### config.mk
export PLATFORM = sky130hd
export DESIGN_NAME = overlapped_tile_origin_generator
export DESIGN_NICKNAME = d
export VERILOG_FILES = /design/src/rtl/core/otg_pkg.sv /design/src/rtl/core/otg_cfg_regs.sv /design/src/rtl/core/otg_tile_step.sv /design/src/rtl/core/overlapped_tile_origin_generator.sv
export SDC_FILE = /design/constraint.sdc
export NUM_CORES = 1
export LEC_CHECK = 0
export ABC_AREA = 1
export BUFFER_PORTS_ARGS = -buffer_cell sky130_fd_sc_hd__buf_4
export CAP_MARGIN = 5
export CORE_ASPECT_RATIO = 0.7
export CORE_MARGIN = 3
export CORE_UTILIZATION = 57
export CTS_BUF_LIST = sky130_fd_sc_hd__clkbuf_4 sky130_fd_sc_hd__clkbuf_8
export DETAILED_ROUTE_END_ITERATION = 8
export PLACE_DENSITY = 0.8
export SYNTH_ARGS = -nofsm -noshare
export SYNTH_HDL_FRONTEND = slang
export SYNTH_SLANG_ARGS = --single-unit
### constraint.sdc
create_clock -name i_clk -period 10 [get_ports i_clk]
set_input_delay 0.5 -clock i_clk [delete_from_list [all_inputs] [get_ports i_clk]]
set_output_delay 0.5 -clock i_clk [all_outputs]
set_load 0.02 [all_outputs]
### src/rtl/core/otg_pkg.sv
`timescale 1ns / 1ps
`default_nettype none
// ----------------------------------------------------------------------------
// otg_pkg
// types, codes and widths shared by the tile origin generator
// ----------------------------------------------------------------------------
package otg_pkg;

    // internal coordinate width, register values are cut to this width
    localparam int COORD_WIDTH = 16;
    // width of config registers and result fields
    localparam int FIELD_WIDTH = 16;
    localparam int CFG_IDX_WIDTH = 2;
    localparam int IN_TDATA_WIDTH = 8;
    localparam int OUT_TDATA_WIDTH = 3 * FIELD_WIDTH;

    typedef enum logic [1:0] {
        ST_OK      = 2'd0,
        ST_INVALID = 2'd1,
        ST_DONE    = 2'd2
    } t_status;

    typedef enum logic [CFG_IDX_WIDTH-1:0] {
        CFG_IMAGE_WIDTH  = 2'd0,
        CFG_IMAGE_HEIGHT = 2'd1,
        CFG_TILE_SIDE    = 2'd2,
        CFG_OVERLAP      = 2'd3
    } t_cfg_index;

    typedef struct packed {
        logic [FIELD_WIDTH-1:0] image_width;
        logic [FIELD_WIDTH-1:0] image_height;
        logic [FIELD_WIDTH-1:0] tile_side;
        logic [FIELD_WIDTH-1:0] overlap_pixels;
    } t_cfg;

    typedef struct packed {
        logic [COORD_WIDTH-1:0] cur_x;
        logic [COORD_WIDTH-1:0] cur_y;
        logic                   plan_active;
    } t_plan_state;

    typedef struct packed {
        t_status                status;
        logic [FIELD_WIDTH-1:0] tile_x;
        logic [FIELD_WIDTH-1:0] tile_y;
        logic [FIELD_WIDTH-1:0] tile_extent;
        logic                   last_tile;
    } t_result;

endpackage
`default_nettype wire

### src/rtl/core/otg_cfg_regs.sv
`timescale 1ns / 1ps
`default_nettype none
// ----------------------------------------------------------------------------
// otg_cfg_regs
// register file for image size, tile side and overlap
// ----------------------------------------------------------------------------
module otg_cfg_regs (
    input  wire logic                             i_clk,
    input  wire logic                             i_rst_n,
    input  wire logic                             i_cfg_valid,
    input  wire logic [otg_pkg::CFG_IDX_WIDTH-1:0] i_cfg_index,
    input  wire logic [otg_pkg::FIELD_WIDTH-1:0]   i_cfg_data,
    output otg_pkg::t_cfg                          o_cfg
);

    otg_pkg::t_cfg r_cfg;

    always_ff @(posedge i_clk) begin
        if (!i_rst_n) begin
            r_cfg <= '0;
        end else if (i_cfg_valid) begin
            case (otg_pkg::t_cfg_index'(i_cfg_index))
                otg_pkg::CFG_IMAGE_WIDTH:  r_cfg.image_width    <= i_cfg_data;
                otg_pkg::CFG_IMAGE_HEIGHT: r_cfg.image_height   <= i_cfg_data;
                otg_pkg::CFG_TILE_SIDE:    r_cfg.tile_side      <= i_cfg_data;
                otg_pkg::CFG_OVERLAP:      r_cfg.overlap_pixels <= i_cfg_data;
                default: ;
            endcase
        end
    end

    assign o_cfg = r_cfg;

endmodule
`default_nettype wire

### src/rtl/core/otg_tile_step.sv
`timescale 1ns / 1ps
`default_nettype none
// ----------------------------------------------------------------------------
// otg_tile_step
// next tile origin from the stored origin: one add, compare and clamp per axis
// ----------------------------------------------------------------------------
module otg_tile_step (
    input  wire otg_pkg::t_cfg        i_cfg,
    input  wire logic                 i_restart,
    input  wire otg_pkg::t_plan_state i_state,
    output otg_pkg::t_result          o_result,
    output otg_pkg::t_plan_state      o_next_state
);

    localparam int CW = otg_pkg::COORD_WIDTH;
    localparam int FW = otg_pkg::FIELD_WIDTH;

    logic [CW-1:0] w;
    logic [CW-1:0] h;
    logic [CW-1:0] t;
    logic [CW-1:0] ov;
    logic [CW-1:0] side;
    logic [CW-1:0] step;
    logic [CW-1:0] last_x;
    logic [CW-1:0] last_y;
    logic [CW:0]   sum_x;
    logic [CW:0]   sum_y;
    logic [CW-1:0] nx;
    logic [CW-1:0] ny;
    logic          cfg_ok;
    logic          fin;

    always_comb begin
        w  = CW'(i_cfg.image_width);
        h  = CW'(i_cfg.image_height);
        t  = CW'(i_cfg.tile_side);
        ov = CW'(i_cfg.overlap_pixels);

        side = (w < h) ? w : h;
        side = (t < side) ? t : side;
        cfg_ok = (w != '0) && (h != '0) && (t != '0) && (ov < side);
        step   = side - ov;
        last_x = w - side;
        last_y = h - side;
        sum_x  = {1'b0, i_state.cur_x} + {1'b0, step};
        sum_y  = {1'b0, i_state.cur_y} + {1'b0, step};

        o_result     = '{status: otg_pkg::ST_DONE, default: '0};
        o_next_state = i_state;
        nx  = '0;
        ny  = '0;
        fin = 1'b0;

        if (!i_restart && !i_state.plan_active) begin
            // nothing running: report done, state untouched
        end else if (!cfg_ok) begin
            o_result.status          = otg_pkg::ST_INVALID;
            o_next_state.plan_active = 1'b0;
        end else if (i_restart || (i_state.cur_x < last_x) || (i_state.cur_y < last_y)) begin
            if (i_restart) begin
                nx = '0;
                ny = '0;
            end else if (i_state.cur_x < last_x) begin
                nx = (sum_x < {1'b0, last_x}) ? sum_x[CW-1:0] : last_x;
                ny = i_state.cur_y;
            end else begin
                nx = '0;
                ny = (sum_y < {1'b0, last_y}) ? sum_y[CW-1:0] : last_y;
            end
            fin = (nx == last_x) && (ny == last_y);
            o_result.status          = otg_pkg::ST_OK;
            o_result.tile_x          = FW'(nx);
            o_result.tile_y          = FW'(ny);
            o_result.tile_extent     = FW'(side);
            o_result.last_tile       = fin;
            o_next_state.cur_x       = nx;
            o_next_state.cur_y       = ny;
            o_next_state.plan_active = !fin;
        end else begin
            // both axes at or past their end: plan runs out
            o_next_state.plan_active = 1'b0;
        end
    end

endmodule
`default_nettype wire

### src/rtl/core/overlapped_tile_origin_generator.sv
`timescale 1ns / 1ps
`default_nettype none
// ----------------------------------------------------------------------------
// overlapped_tile_origin_generator
// on-demand raster scan of overlapping square tiles over an image
// ----------------------------------------------------------------------------
// Each request on the slave stream gives exactly one result on the master
// stream, one request per clock while the result side is not stalled. A request
// passes an input register, then the tile step logic (one add, compare and
// clamp per axis against the stored origin) and lands in the result register
// together with the updated origin, so back-to-back requests see each
// other's state. tdata bit 0 of a request is restart: 1 starts a new plan at
// origin (0,0), 0 asks for the next tile (x fastest, then y, the last tile
// of each axis clamped flush to the image edge). Results carry the status in
// tuser (ok, invalid configuration, finished or not started), the origin and
// effective side in tdata and the final tile mark in tlast; fields other
// than status are zero when status is not ok. Config registers (width,
// height, tile side, overlap) are written through the config channel, which
// is always ready, and should only change while no request is in flight.
// ----------------------------------------------------------------------------
module overlapped_tile_origin_generator (
    input  wire logic                               i_clk,
    input  wire logic                               i_rst_n,
    // config write channel
    input  wire logic                               i_cfg_valid,
    output logic                                    o_cfg_ready,
    input  wire logic [otg_pkg::CFG_IDX_WIDTH-1:0]  i_cfg_index,
    input  wire logic [otg_pkg::FIELD_WIDTH-1:0]    i_cfg_data,
    // request stream
    input  wire logic                               i_s_tvalid,
    output logic                                    o_s_tready,
    input  wire logic [otg_pkg::IN_TDATA_WIDTH-1:0] i_s_tdata,  // [0] restart, rest zero
    // result stream
    output logic                                    o_m_tvalid,
    input  wire logic                               i_m_tready,
    output logic [otg_pkg::OUT_TDATA_WIDTH-1:0]     o_m_tdata,  // tile_x, tile_y, tile_extent
    output logic [1:0]                              o_m_tuser,  // status
    output logic                                    o_m_tlast   // last_tile
);

    localparam int FW = otg_pkg::FIELD_WIDTH;

    otg_pkg::t_cfg        cfg;
    otg_pkg::t_plan_state r_state;
    otg_pkg::t_plan_state n_state;
    otg_pkg::t_result     n_result;
    otg_pkg::t_result     r_result;

    logic r_in_valid;
    logic r_in_restart;
    logic r_out_valid;
    logic stage_en;
    logic s_fire;
    logic step_fire;

    // config registers, always ready
    assign o_cfg_ready = 1'b1;

    otg_cfg_regs u_cfg_regs (
        .i_clk       (i_clk),
        .i_rst_n     (i_rst_n),
        .i_cfg_valid (i_cfg_valid),
        .i_cfg_index (i_cfg_index),
        .i_cfg_data  (i_cfg_data),
        .o_cfg       (cfg)
    );

    // result register moves when empty or being drained
    assign stage_en   = !r_out_valid || i_m_tready;
    // input register takes a request when empty or moving on
    assign o_s_tready = !r_in_valid || stage_en;
    assign s_fire     = i_s_tvalid && o_s_tready;
    assign step_fire  = r_in_valid && stage_en;

    always_ff @(posedge i_clk) begin
        if (!i_rst_n) begin
            r_in_valid <= 1'b0;
        end else if (o_s_tready) begin
            r_in_valid <= i_s_tvalid;
        end
    end

    always_ff @(posedge i_clk) begin
        if (s_fire) begin
            r_in_restart <= i_s_tdata[0];
        end
    end

    otg_tile_step u_tile_step (
        .i_cfg        (cfg),
        .i_restart    (r_in_restart),
        .i_state      (r_state),
        .o_result     (n_result),
        .o_next_state (n_state)
    );

    // plan state is updated only when a request completes, result valid whenever the result register moves
    always_ff @(posedge i_clk) begin
        if (!i_rst_n) begin
            r_state     <= '0;
            r_out_valid <= 1'b0;
        end else begin
            if (stage_en) begin
                r_out_valid <= r_in_valid;
            end
            if (step_fire) begin
                r_state <= n_state;
            end
        end
    end

    always_ff @(posedge i_clk) begin
        if (step_fire) begin
            r_result <= n_result;
        end
    end

    assign o_m_tvalid = r_out_valid;
    assign o_m_tdata  = {r_result.tile_extent, r_result.tile_y, r_result.tile_x};
    assign o_m_tuser  = r_result.status;
    assign o_m_tlast  = r_result.last_tile;

    // a non-ok result carries no tile
    a_not_ok_zero: assert property (@(posedge i_clk) disable iff (!i_rst_n)
        (o_m_tvalid && (o_m_tuser != otg_pkg::ST_OK)) |->
            ((o_m_tdata == '0) && !o_m_tlast))
        else $error("non-ok result carries tile data");

    // handing out the final tile closes the plan
    a_last_closes: assert property (@(posedge i_clk) disable iff (!i_rst_n)
        (step_fire && n_result.last_tile) |=> !r_state.plan_active)
        else $error("plan still active after final tile");

    // an invalid configuration drops the plan
    a_invalid_drops: assert property (@(posedge i_clk) disable iff (!i_rst_n)
        (step_fire && (n_result.status == otg_pkg::ST_INVALID)) |=>
            !r_state.plan_active)
        else $error("plan active after invalid configuration");

    // a good restart puts the origin at the corner
    a_restart_origin: assert property (@(posedge i_clk) disable iff (!i_rst_n)
        (step_fire && r_in_restart && (n_result.status == otg_pkg::ST_OK)) |=>
            ((r_state.cur_x == '0) && (r_state.cur_y == '0) &&
             (r_result.tile_x == FW'(0)) && (r_result.tile_y == FW'(0))))
        else $error("restart did not start at origin");

endmodule
`default_nettype wire

==> impl_metrics.tcl <==
set metrics [dict create \
    status "complete, no violations" \
    grt-ovfl-total 0 \
    core_um2 22100 \
    met2WireLength_mm 16.8 \
    crit-reg2reg-launch "u_cfg_regs.o_cfg[41]$_SDFFE_PN0P_" \
    cts_sinks 151 \
    ioPinCount 85 \
    maxCapViolCount 0 \
    wl_per_cell_um 18.2 \
    crit_slowest_cell "dfxtp_1" \
    drive_gt1_frac 0.136 \
    initial_core_util 0.590 \
    power_density_nw_per_um2 361 \
    skew_ps 19.4 \
    die_w_um 187 \
    tritoncts "done" \
    min_period_over_period 0.966 \
    cts_hold_buf 0 \
    place.gp.congestion 0.993 \
    regArea_um2 3540 \
    timing.slew.headroom 0.243 \
    cts_buffer_depth 2 \
    grt_max_degree 70 \
    place.port_buffers 76 \
    hold_path.class "input pin to register" \
    syn_inst 1815 \
    top_layer_used "met5" \
    clock_latency_ps 510 \
    crit_path_start_kind "register" \
    slowest_delay_ps 370 \
    synth_edf_count 52 \
    synth-main-ff-cell "dfxtp_1" \
    crit_end "r_state[0]$_SDFFE_PN0P_" \
    n_fill_cell 1918 \
    grt.total_usage 0.324 \
    grt_pass1_wl_mm 63.7 \
    tightest_slew_ps 1130 \
    utilization 0.686 \
    setup_viol 0 \
    antenna_cells 0 \
    hold_viol_final 0 \
    syn_to_final_growth_pct 16.2 \
    cts_root_buf "clkbuf_8" \
    syn-cell-area_um2 13000 \
    reg2reg_setup_slack_ps 340 \
    nets 2179 \
    multi_input_area_um2 8430 \
    rows 45 \
    async_flop_share 0 \
    post-place-cells 2245 \
    dr.first_iter.drc_count 1771 \
    rr_worst_depth 61 \
    endpoint_kind "register" \
    avgSynthCellArea_um2 7.18 \
    fin_area_um2 15100 \
    crit_top_cell "nand2_1" \
    setup.worst_path.start "u_cfg_regs.o_cfg[41]$_SDFFE_PN0P_" \
    vias 13400 \
    ant_nets 0 \
    grt_pass1_vias 11800 \
    fmax_mhz 103 \
    period_minus_slack_ps 9660 \
    drv_slew 0 \
    peakVddDrop_v 0.000264 \
    critPathArrivalTime_ps 10030 \
    ys_warn_count 0 \
    met1_length_mm 19.3 \
    worstSetupPathType "register to register" \
    ys_seq_elements 151 \
    worstPathRequired_ps 10370 \
    wl_mm 41.6 \
    crit_path_max_fanout 17 \
    drc 0 \
    cts_buffers 17 \
    hpwl_mm 32.4 \
    dpl_cell_area_um2 14500 \
    firstDrtPassIters 6 \
    design.die.area_um2 24700 \
    route.met3.wl_mm 4.54 \
    die_h_um 132 \
    layout.cells.non_filler 2287 \
    syn_nets 2025 \
    path_clk_slew_ps 100 \
    r2r-end "r_state[0]$_SDFFE_PN0P_" \
    vias_per_cell 5.84 \
    synth_seq_area_share 0.272 \
    synth_cell_types 57 \
    p_leak_nw 7.58 \
    antenna_found_initial 1 \
    totalPowerFinal_w 0.00546 \
    htreeDepth 4 \
]
[timing repair]
| action | in CTS | in global routing |
|---|---|---|
| hold endpoints to repair | 0 | 0 |
| buffers inserted | 0 | 8 |
| resized for setup | 0 | 22 |
| setup endpoints to repair | 0 | 52 |
[synth_stat cells, types with 26 or more instances]
| master | number | area [µm²] |
|---|---|---|
| nand2_1 | 348 | 1310 |
| dfxtp_1 | 99 | 1980 |
| ha_1 | 174 | 2180 |
| o21a_1 | 34 | 255 |
| nand3_1 | 77 | 385 |
| inv_1 | 233 | 875 |
| a21oi_1 | 175 | 876 |
| xnor2_1 | 26 | 228 |
| nor2_1 | 170 | 638 |
| edfxtp_1 | 52 | 1560 |
| o21ai_0 | 146 | 731 |
| xor2_1 | 38 | 333 |
| clkbuf_1 | 28 | 105 |
| nand4_1 | 52 | 325 |
[per-layer routing]
| metal | vias to the layer above | global-route usage |
|---|---|---|
| met2 | 713 | 0.466 |
| met4 | 2 | 0.0848 |
| met1 | 6111 | 0.493 |
| met3 | 82 | 0.0628 |
| li1 | 6456 | - |
| met5 | - | 0 |
[layout make-up]
class                   count  share of cell area
clock buffers              18              0.0160
clock inverters            14              0.0130
inverters                 236              0.0585
multi-input cells        1376               0.557
flip-flops and latches    151               0.234
well taps                 305              0.0252
repair buffers            187              0.0961
[stage by stage]
step,hold slack [ps],setup slack (ps),TNS [ps]
final,179,338,0
after global routing,168,-101,-187
after CTS,159,168,0
after detailed placement,457,320,0
after global placement,451,556,0
after floorplan,435,1580,0
[flip-flops by register name (all words and copies together), names as in the netlist]
signal and count:
u_cfg_regs.o_cfg 64, o_m_tuser 2, o_m_tdata 48, r_in_restart 1, r_in_valid 1, o_m_tvalid 1, o_m_tlast 1, r_state 33
[cells in the final DEF (no fill, tap or decap), types with 3 or more instances in the layout]
master / netlist / layout
inv_1: 233 / 230
clkinvlp_4: 0 / 3
nand4_1: 52 / 52
xnor2_1: 26 / 26
buf_6: 1 / 4
clkbuf_8: 0 / 17
a21boi_1: 5 / 5
o21ai_0: 146 / 143
inv_2: 2 / 5
o21ai_2: 5 / 5
nor2_1: 170 / 169
o21a_1: 34 / 33
buf_12: 0 / 3
nand2_1: 348 / 345
ha_1: 174 / 173
a21o_1: 7 / 7
xor2_1: 38 / 38
nand2_2: 8 / 10
nor3_1: 17 / 16
a21oi_1: 175 / 175
nand3_2: 6 / 8
edfxtp_1: 52 / 52
dfxtp_1: 99 / 99
a31oi_1: 4 / 4
nor4_1: 8 / 7
or4_1: 3 / 3
nand3_1: 77 / 76
bufinv_16: 0 / 4
o21ai_1: 10 / 13
o211ai_1: 8 / 8
nor2_4: 1 / 3
buf_4: 3 / 179
a211oi_1: 4 / 4
inv_6: 0 / 4
fa_1: 5 / 5
o21bai_1: 15 / 14
[cell families after synthesis]
logic type	share of synthesized area
AO/OA/AOI/OAI	0.188
XOR/XNOR	0.0443
adder cells (fa/ha/maj)	0.175
buffers and inverters	0.0872
flip-flops	0.272
other	0.000288
AND/OR/NAND/NOR	0.233
[worst min-delay path by stage]
stage | start | to | cells past startpoint
finish | i_s_tdata[0] | r_in_restart$_DFFE_PP_ | 1
global route | i_s_tdata[0] | r_in_restart$_DFFE_PP_ | 1
CTS | i_s_tdata[0] | r_in_restart$_DFFE_PP_ | 1
detailed placement | u_cfg_regs.o_cfg[5]$_SDFFE_PN0P_ | u_cfg_regs.o_cfg[5]$_SDFFE_PN0P_ | 2
global placement | u_cfg_regs.o_cfg[5]$_SDFFE_PN0P_ | u_cfg_regs.o_cfg[5]$_SDFFE_PN0P_ | 2
floorplan | u_cfg_regs.o_cfg[10]$_SDFFE_PN0P_ | u_cfg_regs.o_cfg[10]$_SDFFE_PN0P_ | 2
[critical path: cells and delay by family (launching register included)]
family,cells,cell delay [ps]
xor gates and xnor gates,2,510
buffers and inverters,15,1950
adders and majority gates,5,1570
AOI/OAI and AO/OA,17,3030
and+or+nand+nor,22,2080
DFF,1,370
[power by group]
| part | switching (W) | total (W) | internal [W] |
|---|---|---|---|
| Sequential | 0.0000294 | 0.000709 | 0.000679 |
| Clock | 0.000265 | 0.000542 | 0.000277 |
| Combinational | 0.00260 | 0.00421 | 0.00161 |
Power figures use the tool's default switching activity.
